File: config.mk
export PLATFORM = sky130hd
export DESIGN_NAME = sliding_window_min_avg_max
export DESIGN_NICKNAME = d
export VERILOG_FILES = /design/src/rtl/swmam_pkg.sv /design/src/rtl/swmam_ram.sv /design/src/rtl/swmam_div.sv /design/src/rtl/sliding_window_min_avg_max.sv
export SDC_FILE = /design/constraint.sdc
export NUM_CORES = 1
export LEC_CHECK = 0
export BUFFER_PORTS_ARGS = -buffer_cell sky130_fd_sc_hd__buf_2
export CORE_UTILIZATION = 30
export CTS_CLUSTER_DIAMETER = 100
export DETAILED_ROUTE_END_ITERATION = 10
export GPL_ROUTABILITY_DRIVEN = 0
export PLACE_DENSITY = 0.41
export REMOVE_ABC_BUFFERS = 1
export SYNTH_ARGS = -nofsm -noshare
export SYNTH_HDL_FRONTEND = slang
export SYNTH_HIERARCHICAL = 1
export SYNTH_SLANG_ARGS = --single-unit
File: constraint.sdc
create_clock -name aclk -period 5.4 [get_ports aclk]
set_clock_uncertainty 0.05 [all_clocks]
set_input_delay 0.54 -clock aclk [delete_from_list [all_inputs] [get_ports aclk]]
set_output_delay 0.54 -clock aclk [all_outputs]
set_load 0.05 [all_outputs]
File: src/rtl/swmam_pkg.sv
package swmam_pkg;

    // Defaults for the top-level parameters.
    localparam int MAX_WINDOW_DEF  = 64;
    localparam int SAMPLE_BITS_DEF = 16;

    // Configuration port.
    localparam int APB_AW  = 3;
    localparam int APB_DW  = 32;
    localparam int REG_IDX_W = APB_AW - 2;

    // Register map, one 32-bit register per word.
    localparam logic [REG_IDX_W-1:0] REG_WINDOW_SIZE = 1'b0;

    localparam int                CFG_W     = 7;
    localparam logic [CFG_W-1:0]  CFG_RESET = 7'd4;

    // Fraction bits of the mean.
    localparam int FRAC_BITS = 8;

endpackage

File: src/rtl/swmam_ram.sv
module swmam_ram #(
    parameter int WIDTH = 16,
    parameter int DEPTH = 64
) (
    input  logic                     aclk,
    input  logic                     we,
    input  logic [$clog2(DEPTH)-1:0] waddr,
    input  logic [WIDTH-1:0]         wdata,
    input  logic                     re,
    input  logic [$clog2(DEPTH)-1:0] raddr,
    output logic [WIDTH-1:0]         rdata
);

    logic [WIDTH-1:0] mem [DEPTH];

    always_ff @(posedge aclk) begin
        if (we) begin
            mem[waddr] <= wdata;
        end
        if (re) begin
            rdata <= mem[raddr];
        end
    end

endmodule

File: src/rtl/swmam_div.sv
module swmam_div #(
    parameter int DW = 30,
    parameter int VW = 7
) (
    input  logic          aclk,
    input  logic          aresetn,
    input  logic          start,
    input  logic [DW-1:0] dividend,
    input  logic [VW-1:0] divisor,
    output logic          done,
    output logic [DW-1:0] quotient
);

    localparam int CNT_W = $clog2(DW + 1);

    logic [DW-1:0]    q_reg, q_next;
    logic [VW-1:0]    rem_reg, rem_next;
    logic [VW-1:0]    dvs_reg, dvs_next;
    logic [CNT_W-1:0] cnt_reg, cnt_next;
    logic             busy_reg, busy_next;
    logic             done_reg, done_next;

    logic [VW:0] rem_sh;
    logic [VW:0] diff;

    // Restoring division, one quotient bit per cycle. The dividend shifts out
    // of the top of q_reg while quotient bits shift in at the bottom.
    always_comb begin
        rem_sh    = {rem_reg, q_reg[DW-1]};
        diff      = rem_sh - {1'b0, dvs_reg};
        q_next    = q_reg;
        rem_next  = rem_reg;
        dvs_next  = dvs_reg;
        cnt_next  = cnt_reg;
        busy_next = busy_reg;
        done_next = 1'b0;
        if (start) begin
            q_next    = dividend;
            rem_next  = '0;
            dvs_next  = divisor;
            cnt_next  = CNT_W'(DW);
            busy_next = 1'b1;
        end else if (busy_reg) begin
            if (rem_sh >= {1'b0, dvs_reg}) begin
                rem_next = diff[VW-1:0];
                q_next   = {q_reg[DW-2:0], 1'b1};
            end else begin
                rem_next = rem_sh[VW-1:0];
                q_next   = {q_reg[DW-2:0], 1'b0};
            end
            cnt_next = cnt_reg - 1'b1;
            if (cnt_reg == CNT_W'(1)) begin
                busy_next = 1'b0;
                done_next = 1'b1;
            end
        end
    end

    always_ff @(posedge aclk) begin
        if (!aresetn) begin
            busy_reg <= 1'b0;
            done_reg <= 1'b0;
            cnt_reg  <= '0;
        end else begin
            busy_reg <= busy_next;
            done_reg <= done_next;
            cnt_reg  <= cnt_next;
        end
        q_reg   <= q_next;
        rem_reg <= rem_next;
        dvs_reg <= dvs_next;
    end

    assign done     = done_reg;
    assign quotient = q_reg;

endmodule

File: src/rtl/sliding_window_min_avg_max.sv
// One item at a time: the ring memory is read once a cycle over the older window entries,
// then the bit-serial divider shifts out DW quotient bits, where DW = SAMPLE_BITS +
// log2(MAX_WINDOW) + 8 (30 by default); a new beat is taken only once the result is
// registered and the FSM is back in idle, which a stalled result side holds off.
// Reset (synchronous, active low) empties the ring logically and sets window_size to 4.
module sliding_window_min_avg_max #(
    parameter int MAX_WINDOW  = swmam_pkg::MAX_WINDOW_DEF,
    parameter int SAMPLE_BITS = swmam_pkg::SAMPLE_BITS_DEF
) (
    input  logic                                 aclk,
    input  logic                                 aresetn,
    // APB configuration port
    input  logic                                 psel,
    input  logic                                 penable,
    input  logic                                 pwrite,
    input  logic [swmam_pkg::APB_AW-1:0]         paddr,
    input  logic [swmam_pkg::APB_DW-1:0]         pwdata,
    output logic [swmam_pkg::APB_DW-1:0]         prdata,
    output logic                                 pready,
    // Input stream
    input  logic                                 s_axis_tvalid,
    output logic                                 s_axis_tready,
    // tdata: sample
    input  logic [((SAMPLE_BITS+7)/8)*8-1:0]     s_axis_tdata,
    // Result stream
    output logic                                 m_axis_tvalid,
    input  logic                                 m_axis_tready,
    // tdata: sample_echo, window_min, window_max, window_mean
    output logic [((4*SAMPLE_BITS+15)/8)*8-1:0]  m_axis_tdata
);

    import swmam_pkg::*;

    localparam int AW       = $clog2(MAX_WINDOW);
    localparam int WSW      = $clog2(MAX_WINDOW + 1);
    localparam int CW       = (WSW > CFG_W) ? WSW : CFG_W;
    localparam int SUM_W    = SAMPLE_BITS + AW;
    localparam int DW       = SUM_W + FRAC_BITS;
    localparam int MEAN_W   = SAMPLE_BITS + FRAC_BITS;
    localparam int M_TDATA_W = ((4*SAMPLE_BITS+15)/8)*8;

    localparam int STW = 2;
    localparam logic [STW-1:0] ST_IDLE = 2'd0;
    localparam logic [STW-1:0] ST_SCAN = 2'd1;
    localparam logic [STW-1:0] ST_DIV  = 2'd2;
    localparam logic [STW-1:0] ST_OUT  = 2'd3;

    logic [STW-1:0]              state_reg, state_next;
    logic [CFG_W-1:0]            cfg_reg, cfg_next;
    logic [AW-1:0]               wp_reg, wp_next;
    logic [AW-1:0]               rp_reg, rp_next;
    logic [WSW-1:0]              fill_reg, fill_next;
    logic signed [SAMPLE_BITS-1:0] first_reg, first_next;
    logic [WSW-1:0]              issue_reg, issue_next;
    logic                        rdv_reg, rdv_next;
    logic [AW-1:0]               rdidx_reg, rdidx_next;
    logic [WSW-1:0]              ws_reg, ws_next;
    logic signed [SAMPLE_BITS-1:0] sample_reg, sample_next;
    logic signed [SAMPLE_BITS-1:0] min_reg, min_next;
    logic signed [SAMPLE_BITS-1:0] max_reg, max_next;
    logic signed [SUM_W-1:0]     sum_reg, sum_next;
    logic                        mvalid_reg, mvalid_next;
    logic [M_TDATA_W-1:0]        mdata_reg, mdata_next;

    logic                          s_accept;
    logic                          cfg_sel;
    logic                          cfg_we;
    logic signed [SAMPLE_BITS-1:0] s_sample;
    logic [CW-1:0]                 cfg_ext;
    logic [WSW-1:0]                ws_eff;
    logic                          ram_re;
    logic [SAMPLE_BITS-1:0]        ram_q;
    logic signed [SAMPLE_BITS-1:0] rd_val;
    logic                          div_start;
    logic                          div_done;
    logic [DW-1:0]                 quotient;
    logic [SUM_W-1:0]              sum_mag;
    logic [DW-1:0]                 q_signed;
    logic signed [MEAN_W-1:0]      mean;

    // Configuration port
    assign pready  = 1'b1;
    assign cfg_sel = (paddr[APB_AW-1:2] == REG_WINDOW_SIZE);
    assign cfg_we  = psel && penable && pwrite && pready && cfg_sel;
    assign prdata  = cfg_sel ? APB_DW'(cfg_reg) : '0;
    assign cfg_next = cfg_we ? pwdata[CFG_W-1:0] : cfg_reg;

    // A window of zero counts as one, anything above the ring depth as the full ring.
    assign cfg_ext = CW'(cfg_reg);
    always_comb begin
        if (cfg_ext == '0) begin
            ws_eff = WSW'(1);
        end else if (cfg_ext > CW'(MAX_WINDOW)) begin
            ws_eff = WSW'(MAX_WINDOW);
        end else begin
            ws_eff = cfg_ext[WSW-1:0];
        end
    end

    assign s_sample      = s_axis_tdata[SAMPLE_BITS-1:0];
    assign s_axis_tready = (state_reg == ST_IDLE);
    assign s_accept      = s_axis_tvalid && s_axis_tready;

    // Entries from the first sample onwards are written in ring order, so any
    // entry at or above the fill count is not written yet and reads as the first sample.
    assign rd_val = (WSW'(rdidx_reg) < fill_reg) ? ram_q : first_reg;

    assign div_start = (state_reg == ST_SCAN) && (issue_reg == '0) && !rdv_reg;
    assign sum_mag   = sum_reg[SUM_W-1] ? (-sum_reg) : sum_reg;
    assign q_signed  = sum_reg[SUM_W-1] ? (-quotient) : quotient;
    // The mean never exceeds the sample range scaled by 256, so it always fits.
    assign mean      = q_signed[MEAN_W-1:0];

    always_comb begin
        state_next  = state_reg;
        wp_next     = wp_reg;
        rp_next     = rp_reg;
        fill_next   = fill_reg;
        first_next  = first_reg;
        issue_next  = issue_reg;
        rdv_next    = 1'b0;
        rdidx_next  = rdidx_reg;
        ws_next     = ws_reg;
        sample_next = sample_reg;
        min_next    = min_reg;
        max_next    = max_reg;
        sum_next    = sum_reg;
        mvalid_next = mvalid_reg;
        mdata_next  = mdata_reg;
        ram_re      = 1'b0;

        if (mvalid_reg && m_axis_tready) begin
            mvalid_next = 1'b0;
        end

        unique case (state_reg)
            ST_IDLE: begin
                if (s_accept) begin
                    sample_next = s_sample;
                    min_next    = s_sample;
                    max_next    = s_sample;
                    sum_next    = SUM_W'(s_sample);
                    ws_next     = ws_eff;
                    issue_next  = ws_eff - 1'b1;
                    wp_next     = (wp_reg == AW'(MAX_WINDOW - 1)) ? '0 : wp_reg + 1'b1;
                    rp_next     = (wp_reg == '0) ? AW'(MAX_WINDOW - 1) : wp_reg - 1'b1;
                    if (fill_reg == '0) begin
                        first_next = s_sample;
                        fill_next  = WSW'(1);
                    end else if (fill_reg != WSW'(MAX_WINDOW)) begin
                        fill_next = fill_reg + 1'b1;
                    end
                    state_next = ST_SCAN;
                end
            end
            ST_SCAN: begin
                // Older entries only: the new sample is already in the running values.
                if (issue_reg != '0) begin
                    ram_re     = 1'b1;
                    rdv_next   = 1'b1;
                    rdidx_next = rp_reg;
                    rp_next    = (rp_reg == '0) ? AW'(MAX_WINDOW - 1) : rp_reg - 1'b1;
                    issue_next = issue_reg - 1'b1;
                end
                if (rdv_reg) begin
                    if (rd_val < min_reg) begin
                        min_next = rd_val;
                    end
                    if (rd_val > max_reg) begin
                        max_next = rd_val;
                    end
                    sum_next = sum_reg + SUM_W'(rd_val);
                end
                if (div_start) begin
                    state_next = ST_DIV;
                end
            end
            ST_DIV: begin
                if (div_done) begin
                    state_next = ST_OUT;
                end
            end
            ST_OUT: begin
                if (!mvalid_reg || m_axis_tready) begin
                    mvalid_next = 1'b1;
                    mdata_next  = M_TDATA_W'({mean, max_reg, min_reg, sample_reg});
                    state_next  = ST_IDLE;
                end
            end
            default: begin
                state_next = ST_IDLE;
            end
        endcase
    end

    always_ff @(posedge aclk) begin
        if (!aresetn) begin
            state_reg  <= ST_IDLE;
            cfg_reg    <= CFG_RESET;
            wp_reg     <= '0;
            rp_reg     <= '0;
            fill_reg   <= '0;
            issue_reg  <= '0;
            rdv_reg    <= 1'b0;
            mvalid_reg <= 1'b0;
        end else begin
            state_reg  <= state_next;
            cfg_reg    <= cfg_next;
            wp_reg     <= wp_next;
            rp_reg     <= rp_next;
            fill_reg   <= fill_next;
            issue_reg  <= issue_next;
            rdv_reg    <= rdv_next;
            mvalid_reg <= mvalid_next;
        end
        first_reg  <= first_next;
        rdidx_reg  <= rdidx_next;
        ws_reg     <= ws_next;
        sample_reg <= sample_next;
        min_reg    <= min_next;
        max_reg    <= max_next;
        sum_reg    <= sum_next;
        mdata_reg  <= mdata_next;
    end

    assign m_axis_tvalid = mvalid_reg;
    assign m_axis_tdata  = mdata_reg;

    swmam_ram #(
        .WIDTH (SAMPLE_BITS),
        .DEPTH (MAX_WINDOW)
    ) u_ring (
        .aclk  (aclk),
        .we    (s_accept),
        .waddr (wp_reg),
        .wdata (s_sample),
        .re    (ram_re),
        .raddr (rp_reg),
        .rdata (ram_q)
    );

    swmam_div #(
        .DW (DW),
        .VW (WSW)
    ) u_div (
        .aclk     (aclk),
        .aresetn  (aresetn),
        .start    (div_start),
        .dividend ({sum_mag, {FRAC_BITS{1'b0}}}),
        .divisor  (ws_reg),
        .done     (div_done),
        .quotient (quotient)
    );

endmodule

==> metrics.json <==
{
  "floorplan.initialDensity": {"value": 30.2, "unit": "%"},
  "hp-class": {"value": "input port to register"},
  "final.setup.worst_slack": {"value": 0.465, "unit": "ns"},
  "setup_violations": {"value": 0},
  "highest_count_cells_in_the_layout_ignoring_fill_and_taps": {"value": "sky130_fd_sc_hd__edfxtp_1, sky130_fd_sc_hd__mux4_2, sky130_fd_sc_hd__clkbuf_16"},
  "clockBufferDepth": {"value": 3},
  "post_cts_buffers": {"value": 0},
  "max_cap_violations": {"value": 0},
  "worstSkewPairLatency": {"value": 0.78, "unit": "ns"},
  "grt.total_usage": {"value": 16.3, "unit": "%"},
  "final_min_period_over_clock_period": {"value": 91.4, "unit": "%"},
  "drive_above_1_share": {"value": 22.9, "unit": "%"},
  "worst_slew_pin_slew": {"value": 1.37, "unit": "ns"},
  "fmax": {"value": 0.203, "unit": "GHz"},
  "floorplan.die_area": {"value": 0.181, "unit": "sq mm"},
  "cp-end-kind": {"value": "register"},
  "final_period_minus_worst_setup_slack": {"value": 4.93, "unit": "ns"},
  "timing.final.hold_violations": {"value": 0},
  "count_of_cell_types_in_the_netlist": {"value": 84},
  "status": {"value": "completed"},
  "seqPwrFrac": {"value": 40.6, "unit": "%"},
  "largest_net_degree_at_the_start_of_global_routing": {"value": 69},
  "p_switching": {"value": 10.6, "unit": "mW"},
  "synthesis.instances": {"value": 3013},
  "ir_worst_vdd": {"value": 0.231, "unit": "mV"},
  "clock_tree.root_cell": {"value": "sky130_fd_sc_hd__clkbuf_16"},
  "worst-path-max-fanout": {"value": 16},
  "antenna_found_initial": {"value": 14},
  "final_area": {"value": 0.0621, "unit": "sq mm"},
  "synth-edff-count": {"value": 1248},
  "core_area": {"value": 0.178, "unit": "sq mm"},
  "critPathArrivalTime": {"value": 5.27, "unit": "ns"},
  "number_of_pins_exceeding_their_max_slew_limit_in_the_final_report": {"value": 0},
  "synth_top_flop_cell": {"value": "sky130_fd_sc_hd__edfxtp_1"},
  "power_frac_comb": {"value": 29.4, "unit": "%"},
  "dpl.hpwl": {"value": 93.0, "unit": "mm"},
  "cts_inserted_buffers": {"value": 147},
  "synth_seq_area_share": {"value": 71.6, "unit": "%"},
  "clock_power_share": {"value": 29.9, "unit": "%"},
  "postPlaceCellArea": {"value": 0.0574, "unit": "sq mm"},
  "drc": {"value": 0},
  "numPortBuffers": {"value": 111},
  "proportion_of_register_bits_with_asynchronous_set_or_reset_after_synthesis": {"value": 0, "unit": "%"},
  "num_rows": {"value": 155},
  "cts_repair_resize_count": {"value": 0},
  "via_count": {"value": 28500},
  "tritoncts_num_sinks": {"value": 1299},
  "cp.required": {"value": 5.73, "unit": "ns"},
  "avgSynthCellArea": {"value": 17.8, "unit": "sq um"},
  "power_switching_share": {"value": 32.9, "unit": "%"},
  "placement.setup.worst_slack": {"value": 0.361, "unit": "ns"},
  "dieWidth": {"value": 425, "unit": "um"},
  "grt_setup_unrepaired": {"value": "no"},
  "die_span_in_y": {"value": 425, "unit": "um"},
  "max_flop_register": {"value": "u_ring/mem"},
  "detailedRoute.firstPassIterationCount": {"value": 7},
  "powerDensity": {"value": 518, "unit": "mW/mm^2"},
  "synth.cell_area": {"value": 0.0538, "unit": "sq mm"},
  "post_drt_via_cell_ratio": {"value": 4.97},
  "routed_wl": {"value": 148, "unit": "mm"},
  "flip_flop_count_of_the_largest_register_all_copies_and_words_added": {"value": 1024},
  "setup.worst_path.start_class": {"value": "register"},
  "fin_util": {"value": 34.9, "unit": "%"},
  "post_layout_nonfiller_instances": {"value": 5733},
  "synth_seq_cells": {"value": 1299},
  "finalPower": {"value": 32.2, "unit": "mW"},
  "cellLeakagePower": {"value": 20.0, "unit": "nW"},
  "placedCellCount": {"value": 5465},
  "routedWlPerCell": {"value": 25.8, "unit": "um"},
  "io-pin-count": {"value": 165},
  "yosysWarnings": {"value": 6},
  "grt_pass1_vias": {"value": 29600},
  "h-tree-depth": {"value": 4},
  "worst-setup-path-type": {"value": "register to register"},
  "globalRoute.totalOverflow": {"value": 0},
  "detailedRoute.firstIterationViolations": {"value": 2392},
  "final_common_cell": {"value": "sky130_fd_sc_hd__edfxtp_1"},
  "p_int": {"value": 21.6, "unit": "mW"},
  "timing.max_slew.rel_slack": {"value": 8.78, "unit": "%"},
  "tritoncts": {"value": "built"},
  "area_delta_synth_final": {"value": 15.5, "unit": "%"},
  "first_pass_grt_wire_length": {"value": 212, "unit": "mm"},
  "nNetsFinal": {"value": 3406},
  "cts.clk_slew.worst_paths": {"value": 0.06, "unit": "ns"},
  "postRouteAntennaNets": {"value": 0}
}
cell type report:
| cell class | count | area [sq um] |
|---|---|---|
| fillers | 16700 | 116000 |
| clock inverters | 63 | 607 |
| multi-input cells | 1505 | 14100 |
| clock buffers | 191 | 3990 |
| inverters | 76 | 285 |
| diodes | 6 | 15.0 |
| flip-flops and latches | 1299 | 38500 |
| repair buffers | 238 | 1660 |
| well taps | 2355 | 2950 |
per-stage QoR:
stage / TNS [ns] / hold WS, ns
after floorplan: -156.15 / 0.350
after global placement: 0 / 0.352
after detailed placement: 0 / 0.357
after CTS: 0 / 0.00440
after global routing: 0 / 0.0501
final: 0 / 0.0847
final timing paths:
path	from	end	slack, ns	depth (start not counted)
max	fill_reg[2]	min_reg[6]	0.47	15
min	s_axis_tdata[3]	first_reg[3]	0.08	1
max reg2reg	fill_reg[2]	min_reg[6]	0.47	15
min reg2reg	sample_reg[7]	m_axis_tdata[7]	0.37	0
synthesized netlist by cell type (28+ instances only):
cell type | instances | share of area, %
sky130_fd_sc_hd__clkbuf_1 | 49 | 0.34
sky130_fd_sc_hd__buf_4 | 39 | 0.54
sky130_fd_sc_hd__nor2_1 | 156 | 1.1
sky130_fd_sc_hd__xnor2_1 | 52 | 0.85
sky130_fd_sc_hd__buf_2 | 39 | 0.36
sky130_fd_sc_hd__mux4_2 | 220 | 9.2
sky130_fd_sc_hd__o21ai_0 | 67 | 0.62
sky130_fd_sc_hd__a21oi_1 | 72 | 0.67
sky130_fd_sc_hd__mux2i_1 | 106 | 2.0
sky130_fd_sc_hd__nand2_1 | 149 | 1.0
sky130_fd_sc_hd__inv_1 | 75 | 0.52
sky130_fd_sc_hd__a22oi_1 | 42 | 0.59
sky130_fd_sc_hd__edfxtp_1 | 1248 | 70
sky130_fd_sc_hd__ha_1 | 79 | 1.8
sky130_fd_sc_hd__nand3_1 | 34 | 0.32
sky130_fd_sc_hd__nor3_1 | 28 | 0.26
sky130_fd_sc_hd__nor2b_1 | 54 | 0.63
sky130_fd_sc_hd__dfxtp_1 | 51 | 1.9
sky130_fd_sc_hd__mux2_2 | 86 | 1.8
power by group through the flow:
stage | sequential, mW | clock, mW | combinational [mW]
after floorplan | 13.6 | 0 | 6.37
after global placement | 13.3 | 0 | 9.40
after detailed placement | 13.3 | 0 | 9.53
after CTS | 13.1 | 9.94 | 9.58
after global routing | 13.2 | 10.3 | 10.3
final | 13.1 | 9.64 | 9.48
cells by family after synthesis:
logic type,after synthesis,share of synthesized area [%]
simple gates,543,4.99
buf+inv,241,2.52
mux,416,13.2
compound gates,364,4.70
other cells,2,0.0140
flops,1299,71.6
fa+ha+maj,81,1.91
xor+xnor,67,1.09
per-layer routing:
metal / GRT usage [%] / share of wire (%) / up-vias
li1: - / - / 12500
met1: 21.9 / 44 / 15000
met2: 26.0 / 47 / 817
met3: 3.14 / 5.5 / 221
met4: 6.24 / 3.4 / 0
met5: 0 / 0 / -
repair_timing:
item | CTS | global route
hold buffers | 8 | 0
endpoints found under the setup margin | 0 | 0
hold endpoints to repair | 7 | 0
critical path, cell delays in order (launching register included):
cell	delay, ns
sky130_fd_sc_hd__dfxtp_1	0.39
sky130_fd_sc_hd__inv_1	0.10
sky130_fd_sc_hd__ha_1	0.31
sky130_fd_sc_hd__nand2_1	0.05
sky130_fd_sc_hd__o21ai_0	0.36
sky130_fd_sc_hd__a21o_1	0.47
sky130_fd_sc_hd__buf_4	0.27
sky130_fd_sc_hd__mux2_2	0.43
sky130_fd_sc_hd__ha_1	0.31
sky130_fd_sc_hd__a211oi_1	0.24
sky130_fd_sc_hd__o21ai_0	0.12
sky130_fd_sc_hd__and3b_1	0.19
sky130_fd_sc_hd__a311oi_1	0.25
sky130_fd_sc_hd__o31ai_1	0.12
sky130_fd_sc_hd__mux2i_1	0.18
sky130_fd_sc_hd__o21a_1	0.68
Note: power is estimated with default switching activity, not from simulation.
